===== config.mk =====
export PLATFORM = sky130hd
export DESIGN_NAME = pd_source_caps_decoder
export DESIGN_NICKNAME = d
export VERILOG_FILES = /design/src/pdcd_pkg.sv /design/src/pdcd_front.sv /design/src/pdcd_queue.sv /design/src/pdcd_div.sv /design/src/pdcd_back.sv /design/src/pd_source_caps_decoder.sv
export SDC_FILE = /design/constraint.sdc
export NUM_CORES = 2
export LEC_CHECK = 0
export BUFFER_PORTS_ARGS = -buffer_cell sky130_fd_sc_hd__buf_2
export CORE_MARGIN = 2
export CORE_UTILIZATION = 57
export DETAILED_ROUTE_END_ITERATION = 8
export HOLD_SLACK_MARGIN = 0.12
export PLACE_DENSITY_LB_ADDON = 0.12
export RECOVER_POWER = 25
export SLEW_MARGIN = 10
export SYNTH_ARGS = -nofsm -noshare
export SYNTH_HDL_FRONTEND = slang
export SYNTH_SLANG_ARGS = --single-unit

===== constraint.sdc =====
create_clock -name clk_i -period 6.2 [get_ports clk_i]
set_clock_uncertainty 0.1 [all_clocks]
set_input_delay 0.31 -clock clk_i [delete_from_list [all_inputs] [get_ports clk_i]]
set_output_delay 0.31 -clock clk_i [all_outputs]
set_load 0.02 [all_outputs]

===== src/pdcd_pkg.sv =====
// ----------------------------------------------------------------------------
// pdcd_pkg
// shared widths, codes and item types of the source capability decoder
// ----------------------------------------------------------------------------
`timescale 1ns / 1ps
`default_nettype none

package pdcd_pkg;

  // kept table
  localparam int MAX_ENTRIES = 16;
  localparam int SLOT_W      = (MAX_ENTRIES > 1) ? $clog2(MAX_ENTRIES) : 1;
  localparam int CNT_W       = $clog2(MAX_ENTRIES + 1);

  // queue between front and back
  localparam int QUEUE_DEPTH = 2;
  localparam int QPTR_W      = (QUEUE_DEPTH > 1) ? $clog2(QUEUE_DEPTH) : 1;
  localparam int QCNT_W      = $clog2(QUEUE_DEPTH + 1);

  // field widths
  localparam int CAPS_W = 5;
  localparam int WORD_W = 32;
  localparam int VOLT_W = 16;
  localparam int VMIN_W = 15;
  localparam int CUR_W  = 22;
  localparam int BAND_W = 14;
  localparam int PDP_W  = 8;
  localparam int SLOT_OUT_W = 4;

  // epr avs current = pdp * 1e6 / voltage
  localparam int NUM_W = 28;
  localparam logic [NUM_W-1:0] POWER_SCALE = NUM_W'(1000000);
  localparam int DIV_STEP_W = $clog2(NUM_W + 1);

  typedef enum logic [1:0] {
    PDO_FIXED     = 2'd0,
    PDO_BATTERY   = 2'd1,
    PDO_VARIABLE  = 2'd2,
    PDO_AUGMENTED = 2'd3
  } pdo_type_e;

  typedef enum logic [1:0] {
    APDO_PPS     = 2'd0,
    APDO_EPR_AVS = 2'd1,
    APDO_SPR_AVS = 2'd2,
    APDO_RSVD    = 2'd3
  } apdo_type_e;

  // one kept table entry, also the duplicate compare key
  typedef struct packed {
    logic [VOLT_W-1:0] volt;
    logic [VMIN_W-1:0] vmin;
    logic [CUR_W-1:0]  cur;
    logic              pps;
    logic              avs;
  } pdcd_kept_t;

  // decoded item handed from front to back
  typedef struct packed {
    logic              clear;  // list start: drop table
    logic              cand;   // valid object inside the cap limit
    logic              div;    // current still to be derived from power
    logic [PDP_W-1:0]  pdp;
    pdcd_kept_t        kept;
    logic [BAND_W-1:0] band;
  } pdcd_item_t;

  // result handed to the output port
  typedef struct packed {
    pdcd_kept_t            kept;
    logic [BAND_W-1:0]     band;
    logic [SLOT_OUT_W-1:0] slot;
  } pdcd_result_t;

  typedef struct packed {
    logic              start;
    logic [NUM_W-1:0]  num;
    logic [VOLT_W-1:0] den;
  } pdcd_div_req_t;

  typedef struct packed {
    logic             done;
    logic [CUR_W-1:0] quot;
  } pdcd_div_rsp_t;

endpackage

`default_nettype wire


===== src/pdcd_front.sv =====
// ----------------------------------------------------------------------------
// pdcd_front
// accepts objects, applies the list count limit and decodes the object
// ----------------------------------------------------------------------------
`timescale 1ns / 1ps
`default_nettype none

module pdcd_front import pdcd_pkg::*; (
  input  wire logic              clk_i,
  input  wire logic              rst_ni,
  input  wire logic              cfg_we_i,
  input  wire logic [CAPS_W-1:0] cfg_wdata_i,
  input  wire logic              in_valid_i,
  output      logic              in_ready_o,
  input  wire logic [WORD_W-1:0] in_word_i,
  input  wire logic              in_start_i,
  input  wire logic              q_full_i,
  output      logic              push_o,
  output      pdcd_item_t        item_o
);

  logic [CAPS_W-1:0] cap_limit_q;
  logic [CAPS_W-1:0] seen_q, seen_d, seen_base;
  logic              in_caps, accept;
  pdo_type_e         ptype;
  apdo_type_e        atype;
  pdcd_item_t        dec;
  logic              cur_ok, range_bad, obj_ok;

  assign in_ready_o = !q_full_i;
  assign accept     = in_valid_i && in_ready_o;
  assign seen_base  = in_start_i ? '0 : seen_q;
  assign in_caps    = seen_base < cap_limit_q;
  assign seen_d     = in_caps ? seen_base + CAPS_W'(1) : seen_base;

  assign ptype = pdo_type_e'(in_word_i[31:30]);
  assign atype = apdo_type_e'(in_word_i[29:28]);

  always_comb begin
    dec       = '0;
    dec.clear = in_start_i;
    case (ptype)
      PDO_AUGMENTED: begin
        case (atype)
          APDO_PPS: begin
            dec.kept.pps  = 1'b1;
            dec.kept.volt = VOLT_W'(in_word_i[24:17]) * VOLT_W'(100);
            dec.kept.vmin = VMIN_W'(in_word_i[15:8]) * VMIN_W'(100);
            dec.kept.cur  = CUR_W'(in_word_i[6:0]) * CUR_W'(50);
          end
          APDO_EPR_AVS: begin
            dec.kept.avs  = 1'b1;
            dec.div       = 1'b1;
            dec.pdp       = in_word_i[7:0];
            dec.kept.volt = VOLT_W'(in_word_i[25:17]) * VOLT_W'(100);
            dec.kept.vmin = VMIN_W'(in_word_i[15:8]) * VMIN_W'(100);
          end
          APDO_SPR_AVS: begin
            dec.kept.avs  = 1'b1;
            dec.kept.vmin = VMIN_W'(9000);
            dec.band      = BAND_W'(in_word_i[19:10]) * BAND_W'(10);
            if (in_word_i[9:0] != '0) begin
              dec.kept.volt = VOLT_W'(20000);
              dec.kept.cur  = CUR_W'(in_word_i[9:0]) * CUR_W'(10);
            end else begin
              dec.kept.volt = VOLT_W'(15000);
              dec.kept.cur  = CUR_W'(dec.band);
            end
          end
          default: begin
            // reserved subtype decodes to all zero and is dropped
          end
        endcase
      end
      default: begin
        dec.kept.volt = VOLT_W'(in_word_i[19:10]) * VOLT_W'(50);
        dec.kept.cur  = CUR_W'(in_word_i[9:0]) * CUR_W'(10);
      end
    endcase

    // power-derived current is zero only for zero power
    cur_ok    = dec.div ? (dec.pdp != '0) : (dec.kept.cur != '0);
    range_bad = (dec.kept.pps || dec.kept.avs) &&
                (VOLT_W'(dec.kept.vmin) >= dec.kept.volt);
    obj_ok    = (dec.kept.volt != '0) && cur_ok && !range_bad;
    dec.cand  = in_caps && obj_ok;
  end

  assign item_o = dec;
  assign push_o = accept && (dec.clear || dec.cand);

  always_ff @(posedge clk_i or negedge rst_ni) begin
    if (!rst_ni) begin
      cap_limit_q <= CAPS_W'(16);
      seen_q      <= '0;
    end else begin
      if (cfg_we_i) begin
        cap_limit_q <= cfg_wdata_i;
      end
      if (accept) begin
        seen_q <= seen_d;
      end
    end
  end

endmodule

`default_nettype wire


===== src/pdcd_queue.sv =====
// ----------------------------------------------------------------------------
// pdcd_queue
// short fifo of decoded items between front and back
// ----------------------------------------------------------------------------
`timescale 1ns / 1ps
`default_nettype none

module pdcd_queue import pdcd_pkg::*; (
  input  wire logic       clk_i,
  input  wire logic       rst_ni,
  input  wire logic       push_i,
  input  wire pdcd_item_t push_data_i,
  output      logic       full_o,
  input  wire logic       pop_i,
  output      pdcd_item_t pop_data_o,
  output      logic       empty_o
);

  pdcd_item_t        mem_q [QUEUE_DEPTH];
  logic [QPTR_W-1:0] wr_ptr_q, rd_ptr_q;
  logic [QCNT_W-1:0] cnt_q;
  logic              do_push, do_pop;

  function automatic logic [QPTR_W-1:0] ptr_next(input logic [QPTR_W-1:0] p);
    return (p == QPTR_W'(QUEUE_DEPTH - 1)) ? '0 : p + QPTR_W'(1);
  endfunction

  assign full_o     = cnt_q == QCNT_W'(QUEUE_DEPTH);
  assign empty_o    = cnt_q == '0;
  assign do_push    = push_i && !full_o;
  assign do_pop     = pop_i && !empty_o;
  assign pop_data_o = mem_q[rd_ptr_q];

  always_ff @(posedge clk_i) begin
    if (do_push) begin
      mem_q[wr_ptr_q] <= push_data_i;
    end
  end

  always_ff @(posedge clk_i or negedge rst_ni) begin
    if (!rst_ni) begin
      wr_ptr_q <= '0;
      rd_ptr_q <= '0;
      cnt_q    <= '0;
    end else begin
      if (do_push) begin
        wr_ptr_q <= ptr_next(wr_ptr_q);
      end
      if (do_pop) begin
        rd_ptr_q <= ptr_next(rd_ptr_q);
      end
      if (do_push && !do_pop) begin
        cnt_q <= cnt_q + QCNT_W'(1);
      end else if (do_pop && !do_push) begin
        cnt_q <= cnt_q - QCNT_W'(1);
      end
    end
  end

endmodule

`default_nettype wire


===== src/pdcd_div.sv =====
// ----------------------------------------------------------------------------
// pdcd_div
// restoring divider, one quotient bit per cycle
// ----------------------------------------------------------------------------
`timescale 1ns / 1ps
`default_nettype none

module pdcd_div import pdcd_pkg::*; (
  input  wire logic          clk_i,
  input  wire logic          rst_ni,
  input  wire pdcd_div_req_t req_i,
  output      pdcd_div_rsp_t rsp_o
);

  logic                  busy_q, done_q;
  logic [DIV_STEP_W-1:0] step_q;
  logic [VOLT_W-1:0]     rem_q, den_q;
  logic [NUM_W-1:0]      acc_q;   // dividend shifts out, quotient shifts in
  logic [VOLT_W:0]       trial;
  logic                  ge;

  assign trial = {rem_q, acc_q[NUM_W-1]};
  assign ge    = trial >= {1'b0, den_q};

  assign rsp_o.done = done_q;
  assign rsp_o.quot = acc_q[CUR_W-1:0];

  always_ff @(posedge clk_i) begin
    if (req_i.start) begin
      rem_q <= '0;
      acc_q <= req_i.num;
      den_q <= req_i.den;
    end else if (busy_q) begin
      rem_q <= ge ? VOLT_W'(trial - {1'b0, den_q}) : VOLT_W'(trial);
      acc_q <= {acc_q[NUM_W-2:0], ge};
    end
  end

  always_ff @(posedge clk_i or negedge rst_ni) begin
    if (!rst_ni) begin
      busy_q <= 1'b0;
      done_q <= 1'b0;
      step_q <= '0;
    end else begin
      done_q <= 1'b0;
      if (req_i.start) begin
        busy_q <= 1'b1;
        step_q <= DIV_STEP_W'(NUM_W);
      end else if (busy_q) begin
        step_q <= step_q - DIV_STEP_W'(1);
        if (step_q == DIV_STEP_W'(1)) begin
          busy_q <= 1'b0;
          done_q <= 1'b1;
        end
      end
    end
  end

endmodule

`default_nettype wire


===== src/pdcd_back.sv =====
// ----------------------------------------------------------------------------
// pdcd_back
// derives epr avs current, scans the kept table for duplicates, keeps and
// emits new entries
// ----------------------------------------------------------------------------
`timescale 1ns / 1ps
`default_nettype none

module pdcd_back import pdcd_pkg::*; (
  input  wire logic         clk_i,
  input  wire logic         rst_ni,
  input  wire logic         q_empty_i,
  input  wire pdcd_item_t   q_data_i,
  output      logic         q_pop_o,
  output      logic         out_valid_o,
  input  wire logic         out_ready_i,
  output      pdcd_result_t out_data_o
);

  typedef enum logic [2:0] {
    ST_IDLE,
    ST_DIV,
    ST_CHECK,
    ST_SCAN,
    ST_EMIT
  } state_e;

  state_e        state_q;
  pdcd_item_t    ent_q;
  logic [CNT_W-1:0] kept_q, idx_q;
  logic          pend_q;
  logic          out_valid_q;
  pdcd_result_t  out_q;

  pdcd_kept_t    table_q [MAX_ENTRIES];
  pdcd_kept_t    rd_data_q;

  pdcd_div_req_t div_req;
  pdcd_div_rsp_t div_rsp;
  logic          pop, rd_en, emit, match;

  assign pop   = (state_q == ST_IDLE) && !q_empty_i;
  assign rd_en = (state_q == ST_SCAN) && (idx_q < kept_q);
  assign emit  = (state_q == ST_EMIT) && (!out_valid_q || out_ready_i);
  assign match = rd_data_q == ent_q.kept;

  assign div_req.start = pop && q_data_i.cand && q_data_i.div;
  assign div_req.num   = NUM_W'(q_data_i.pdp) * POWER_SCALE;
  assign div_req.den   = q_data_i.kept.volt;

  assign q_pop_o     = pop;
  assign out_valid_o = out_valid_q;
  assign out_data_o  = out_q;

  pdcd_div u_div (
    .clk_i  (clk_i),
    .rst_ni (rst_ni),
    .req_i  (div_req),
    .rsp_o  (div_rsp)
  );

  // kept table
  always_ff @(posedge clk_i) begin
    if (emit) begin
      table_q[kept_q[SLOT_W-1:0]] <= ent_q.kept;
    end
    if (rd_en) begin
      rd_data_q <= table_q[idx_q[SLOT_W-1:0]];
    end
  end

  always_ff @(posedge clk_i or negedge rst_ni) begin
    if (!rst_ni) begin
      state_q     <= ST_IDLE;
      ent_q       <= '0;
      kept_q      <= '0;
      idx_q       <= '0;
      pend_q      <= 1'b0;
      out_valid_q <= 1'b0;
      out_q       <= '0;
    end else begin
      if (out_valid_q && out_ready_i) begin
        out_valid_q <= 1'b0;
      end
      case (state_q)
        ST_IDLE: begin
          if (pop) begin
            ent_q <= q_data_i;
            if (q_data_i.clear) begin
              kept_q <= '0;
            end
            if (q_data_i.cand) begin
              state_q <= q_data_i.div ? ST_DIV : ST_CHECK;
            end
          end
        end
        ST_DIV: begin
          if (div_rsp.done) begin
            ent_q.kept.cur <= div_rsp.quot;
            state_q        <= ST_CHECK;
          end
        end
        ST_CHECK: begin
          idx_q  <= '0;
          pend_q <= 1'b0;
          // table full: new entries are dropped
          state_q <= (kept_q >= CNT_W'(MAX_ENTRIES)) ? ST_IDLE : ST_SCAN;
        end
        ST_SCAN: begin
          pend_q <= rd_en;
          if (rd_en) begin
            idx_q <= idx_q + CNT_W'(1);
          end
          if (pend_q && match) begin
            state_q <= ST_IDLE;
          end else if (!rd_en && !pend_q) begin
            state_q <= ST_EMIT;
          end
        end
        ST_EMIT: begin
          if (emit) begin
            out_valid_q <= 1'b1;
            out_q.kept  <= ent_q.kept;
            out_q.band  <= ent_q.band;
            out_q.slot  <= SLOT_OUT_W'(kept_q);
            kept_q      <= kept_q + CNT_W'(1);
            state_q     <= ST_IDLE;
          end
        end
        default: begin
          state_q <= ST_IDLE;
        end
      endcase
    end
  end

endmodule

`default_nettype wire


===== src/pd_source_caps_decoder.sv =====
// ----------------------------------------------------------------------------
// pd_source_caps_decoder
// usb pd source capability decoder, one power data object per transfer
// ----------------------------------------------------------------------------
// Each input transfer carries one 32-bit power data object in s_axis_tdata;
// s_axis_tuser high marks the first object of a capability list and clears
// the kept table and the counters. Objects beyond the cap limit of a list are
// ignored; invalid objects (zero voltage or current, or a programmable range
// whose minimum is not below its maximum) and duplicates of a kept entry give
// no output. Every newly kept entry leaves as one output transfer with its
// slot index. The front decodes and accepts one object per cycle into a
// two-entry queue while it has room; the back then works on one item at a
// time: for EPR AVS objects a bit-serial divide first derives current from
// power; then a duplicate scan goes through the registered table read port
// over every entry already kept in the list, and a new entry is kept and
// emitted, waiting on any output stall. A list start with no valid object
// only clears the kept table in the back; ignored and invalid objects never
// reach it. The user must write the cap limit through cfg_we_i/cfg_wdata_i
// only while no object is in flight; the block does not enforce this. It
// resets to 16.
// ----------------------------------------------------------------------------
`timescale 1ns / 1ps
`default_nettype none

module pd_source_caps_decoder import pdcd_pkg::*; (
  input  wire logic              clk_i,
  input  wire logic              rst_ni,
  // configuration: cap limit
  input  wire logic              cfg_we_i,
  input  wire logic [CAPS_W-1:0] cfg_wdata_i,
  // object input
  input  wire logic              s_axis_tvalid,
  output      logic              s_axis_tready,
  input  wire logic [31:0]       s_axis_tdata,   // [31:0] pdo_word
  input  wire logic [0:0]        s_axis_tuser,   // [0] list_start
  // kept entry output
  output      logic              m_axis_tvalid,
  input  wire logic              m_axis_tready,
  // [15:0] voltage, [30:16] min voltage, [52:31] current,
  // [66:53] band_low_current_ma, [70:67] slot_index, [71] zero
  output      logic [71:0]       m_axis_tdata,
  output      logic [1:0]        m_axis_tuser    // [0] is_pps, [1] is_avs
);

  pdcd_item_t   push_item, pop_item;
  logic         push, q_full, q_empty, q_pop;
  pdcd_result_t res;

  // accept, count and decode
  pdcd_front u_front (
    .clk_i       (clk_i),
    .rst_ni      (rst_ni),
    .cfg_we_i    (cfg_we_i),
    .cfg_wdata_i (cfg_wdata_i),
    .in_valid_i  (s_axis_tvalid),
    .in_ready_o  (s_axis_tready),
    .in_word_i   (s_axis_tdata),
    .in_start_i  (s_axis_tuser[0]),
    .q_full_i    (q_full),
    .push_o      (push),
    .item_o      (push_item)
  );

  // decoded items wait here while the back is busy
  pdcd_queue u_queue (
    .clk_i       (clk_i),
    .rst_ni      (rst_ni),
    .push_i      (push),
    .push_data_i (push_item),
    .full_o      (q_full),
    .pop_i       (q_pop),
    .pop_data_o  (pop_item),
    .empty_o     (q_empty)
  );

  // divide, duplicate scan, keep and emit
  pdcd_back u_back (
    .clk_i       (clk_i),
    .rst_ni      (rst_ni),
    .q_empty_i   (q_empty),
    .q_data_i    (pop_item),
    .q_pop_o     (q_pop),
    .out_valid_o (m_axis_tvalid),
    .out_ready_i (m_axis_tready),
    .out_data_o  (res)
  );

  assign m_axis_tdata = {1'b0, res.slot, res.band, res.kept.cur,
                         res.kept.vmin, res.kept.volt};
  assign m_axis_tuser = {res.kept.avs, res.kept.pps};

endmodule

`default_nettype wire

==> metrics.md <==
| Metric | Value |
|---|---|
| Endpoint arrival time on the critical path | `5.90 ns` |
| Final max-slew violation count | `40` |
| Root buffer cell | `clkbuf_16` |
| Library cell contributing the largest single delay on the critical path | `dlygate4sd3_1` |
| Fin nets | `3948` |
| Initial antenna violation count | `0` |
| Filler cells | `6574` |
| Total number of vias | `31000` |
| Most area-hungry cell type in the Yosys netlist | `edfxtp_1` |
| Kind of capture point of the worst setup path | `flip-flop` |
| Net switching power | `10.6 mW` |
| Setup repair after global routing missed its margin | `no` |
| Cell leakage power | `22.9 nW` |
| CP Launch Type | `input pin` |
| P&R area growth vs syn | `12.9%` |
| Most common cell after layout, fill and taps aside | `edfxtp_1` |
| Iteration count of the initial detailed-routing pass | `6` |
| Data required time of the worst path | `6.48 ns` |
| Slew HR | `-53.6%` |
| Port bufs | `111` |
| Seq cells post-synth | `1247` |
| Largest fanout on the critical path | `23` |
| Post-synth ARST share | `13.6%` |
| Clk pwr share | `25.1%` |
| Final Setup Violations | `0` |
| Horizontal die dimension | `315 µm` |
| CP most frequent cell | `ha_1` |
| Resize count post-CTS | `0` |
| Sinks on the clock net | `1247` |
| Achievable clock frequency | `178 MHz` |
| Proportion of power drawn by flip-flops and latches | `40.4%` |
| Mean routed wirelength per cell | `26.4 µm` |
| Detailed router's first-iteration violation count | `3223` |
| Vias in the first global route | `31700` |
| Effective utilization at floorplan | `57.7%` |
| Critical setup path kind | `in2reg` |
| Final total negative setup slack | `0 ns` |
| Post-Route WL | `132 mm` |
| Worst path max stage delay | `0.52 ns` |
| Antenna-violating nets left | `0` |
| Largest buffer count on any clock path | `3` |
| GR Overflow Total | `0` |
| Run status | `finished with violations` |
| Total placed instance area | `57600 µm²` |
| Logic gate share of total power | `34.4%` |
| Commonest register cell after synthesis | `edfxtp_1` |
| Clock transition at the registers of the reported paths | `0.06 ns` |
| Number of cells produced by synthesis | `3388` |
| Combined global-route utilization of all metal layers | `27.3%` |
| Number of ports placed on the die boundary | `119` |
| Number of endpoints with negative hold slack in the final report | `0` |
| EDFF count, synth | `1055` |
| Leading cell types in the layout, fill and taps excluded | `edfxtp_1 (1055), nand2_1 (316), mux4_2 (260)` |
| Number of buffers created by CTS | `130` |
| Max Cap Violations | `1` |
| Total power after layout | `30.9 mW` |
| Die area | `99000 µm²` |
| Transition time at the pin with the least slew margin | `2.30 ns` |
| Share of the clock period used by the worst path | `90.7%` |
| Final standard cell area without fillers | `62100 µm²` |
| Dpl hpwl | `82.2 mm` |
| H-tree levels | `4` |
| Top cells by area in the synthesized netlist | `edfxtp_1 (58%), mux4_2 (11%), dfrtp_1 (7.7%), ha_1 (5.8%), nand2_1 (2.2%)` |
| Classification of the worst-slack hold path | `in2reg` |
| Vias per cell | `6.22` |
| Global placer's final weighted congestion | `0.926` |
| Register area share after synthesis | `66.1%` |
| Area of the mapped netlist | `55000 µm²` |
| Die H | `315 µm` |
| DRC | `0` |
| Largest net degree at the start of global routing | `132` |
| Mean instance size in the synthesized netlist | `16.2 µm²` |
| Ratio of cells with drive above 1 in the final layout | `18.8%` |
| Final period demand of the worst path | `5.62 ns` |
| Global-route wire length before repair | `199 mm` |
| Power Density | `498 nW/µm²` |
| Failing checks | `capacitance limit, slew limit` |
| Core outline area | `95300 µm²` |
| Warnings, synthesis | `0` |
| Share of total power consumed by net switching | `34.4%` |
| Top-area cell type share of the netlist area | `57.6%` |
| Yosys cell types | `87` |
| Ordered cell list for the critical path | `dlygate4sd3_1 > buf_2 > ha_1 > ha_1 > inv_1 > fa_1 > inv_1 > ha_1 > a211oi_1 > o21bai_1 > o31ai_1 > o21ai_0 > xor2_1 > a221oi_1 > ha_1 > o21a_1 > o22a_1 > a32o_1 > o211ai_2 > and2_2 > buf_4` |
| Peak VDD IR | `684 µV` |
| Ant diodes | `0` |
| Placement Rows | `113` |
| TritonCTS clock tree | `done` |
| Internal portion of total power | `20.3 mW` |
| Insertion delay of the later-clocked pin in the worst-skew pair | `0.73 ns` |
-- registers in the layout (all words and copies together) (netlist names), 15 cells and up --
signal,count
u_back.u_div.den_q,15
u_queue.mem_q,134
u_back.rd_data_q,52
u_back.table_q,832
u_back.u_div.acc_q,28
u_back.out_data_o,69
u_back.ent_q,65
u_back.u_div.rem_q,16
-- logic make-up after synthesis --
kind of cell	synth area share, %
flip-flops	66.1
AND/OR/NAND/NOR	5.52
AO/OA/AOI/OAI	4.64
multiplexers	12.6
buffers and inverters	2.27
adder cells (fa/ha/maj)	7.08
XOR/XNOR	1.75
other	0.00681
-- power groups by stage --
stage / Combinational [mW] / Sequential (mW) / Clock (mW)
finish: 10.6 / 12.5 / 7.78
global route: 11.9 / 12.7 / 8.23
CTS: 10.8 / 12.5 / 7.90
detailed placement: 10.6 / 12.6 / 0
global placement: 10.4 / 12.5 / 0
floorplan: 7.62 / 12.3 / 0
-- synthesized netlist by cell type (10+ instances only) --
library cell,n
edfxtp_1,1055
buf_1,32
xor2_1,41
a21oi_1,74
and2_1,19
nor3_1,40
mux2i_1,69
nand4_1,22
nand3_1,34
nor4_1,17
a211oi_1,10
fa_1,34
ha_1,257
nand2_1,316
o211ai_1,10
mux2_2,36
mux4_2,260
xnor2_1,69
nand2b_1,18
inv_1,190
a21o_1,16
dfxtp_1,22
a31oi_1,13
dfrtp_1,169
nor2_1,100
a221o_1,16
o21ai_0,131
o21bai_1,12
o22ai_1,10
o21a_1,12
o31ai_1,11
nor2b_1,27
clkbuf_1,90
and3_1,17
-- layer usage --
layer | part of all wire (%) | GRT usage, %
met2 | 49 | 44.2
met4 | 2.9 | 8.80
met5 | 0 | 0
met3 | 6.9 | 3.95
met1 | 41 | 38.6
-- timing repair --
action | 4_1_cts | 5_1_grt
hold buffers | 38 | 0
buffers inserted | 0 | 0
endpoints found under the hold margin | 225 | 0
-- per-stage QoR --
step                cells  hold WS (ns)  util [%]  setup slack [ns]
CTS                  4982         0.188      65.3             0.651
finish               4982         0.250      65.2             0.577
global route         4982         0.232      65.2             0.219
global placement     4709         0.180      60.4             0.500
detailed placement   4709         0.179      60.4             0.362
floorplan            3392       -0.0856         -             0.449
-- worst paths after layout --
check,startpoint,to,slack [ns],depth (start not counted)
max in group asynchronous,rst_ni,u_back.idx_q[0]$_DFFE_PN0P_,2.80,4
worst min-delay path,s_axis_tdata[13],u_queue.mem_q[0][57]$_DFFE_PP_,0.25,4
worst max register to register,u_queue.rd_ptr_q$_DFFE_PN0P_,u_back.u_div.acc_q[27]$_DFFE_PP_,1.15,16
min in group asynchronous,rst_ni,u_back.out_data_o[61]$_DFFE_PN0P_,0.87,4
worst max-delay path,s_axis_tdata[12],u_queue.mem_q[0][64]$_DFFE_PP_,0.58,21
worst min register to register,u_back.u_div.rem_q[15]$_SDFFE_PP0P_,u_back.u_div.rem_q[15]$_SDFFE_PP0P_,0.36,2
-- area by class of cell --
type / instances / area [µm²] / share of cell area, %
clock buffer: 179 / 3660 / 5.90
clock inverter: 56 / 616 / 0.991
inverter: 192 / 721 / 1.16
multi-input combinational: 1819 / 17600 / 28.3
timing repair buffer: 224 / 1590 / 2.57
tap: 1265 / 1580 / 2.55
sequential: 1247 / 36400 / 58.6
-- worst max-delay path: cells and delay by family --
kind	cells	cell delay [ns]
simple gates	1	0.23
fa+ha+maj	5	1.63
compound gates	9	2.41
buf+inv	5	1.12
xor+xnor	1	0.17
No activity file was read; power rests on OpenSTA's default activity.
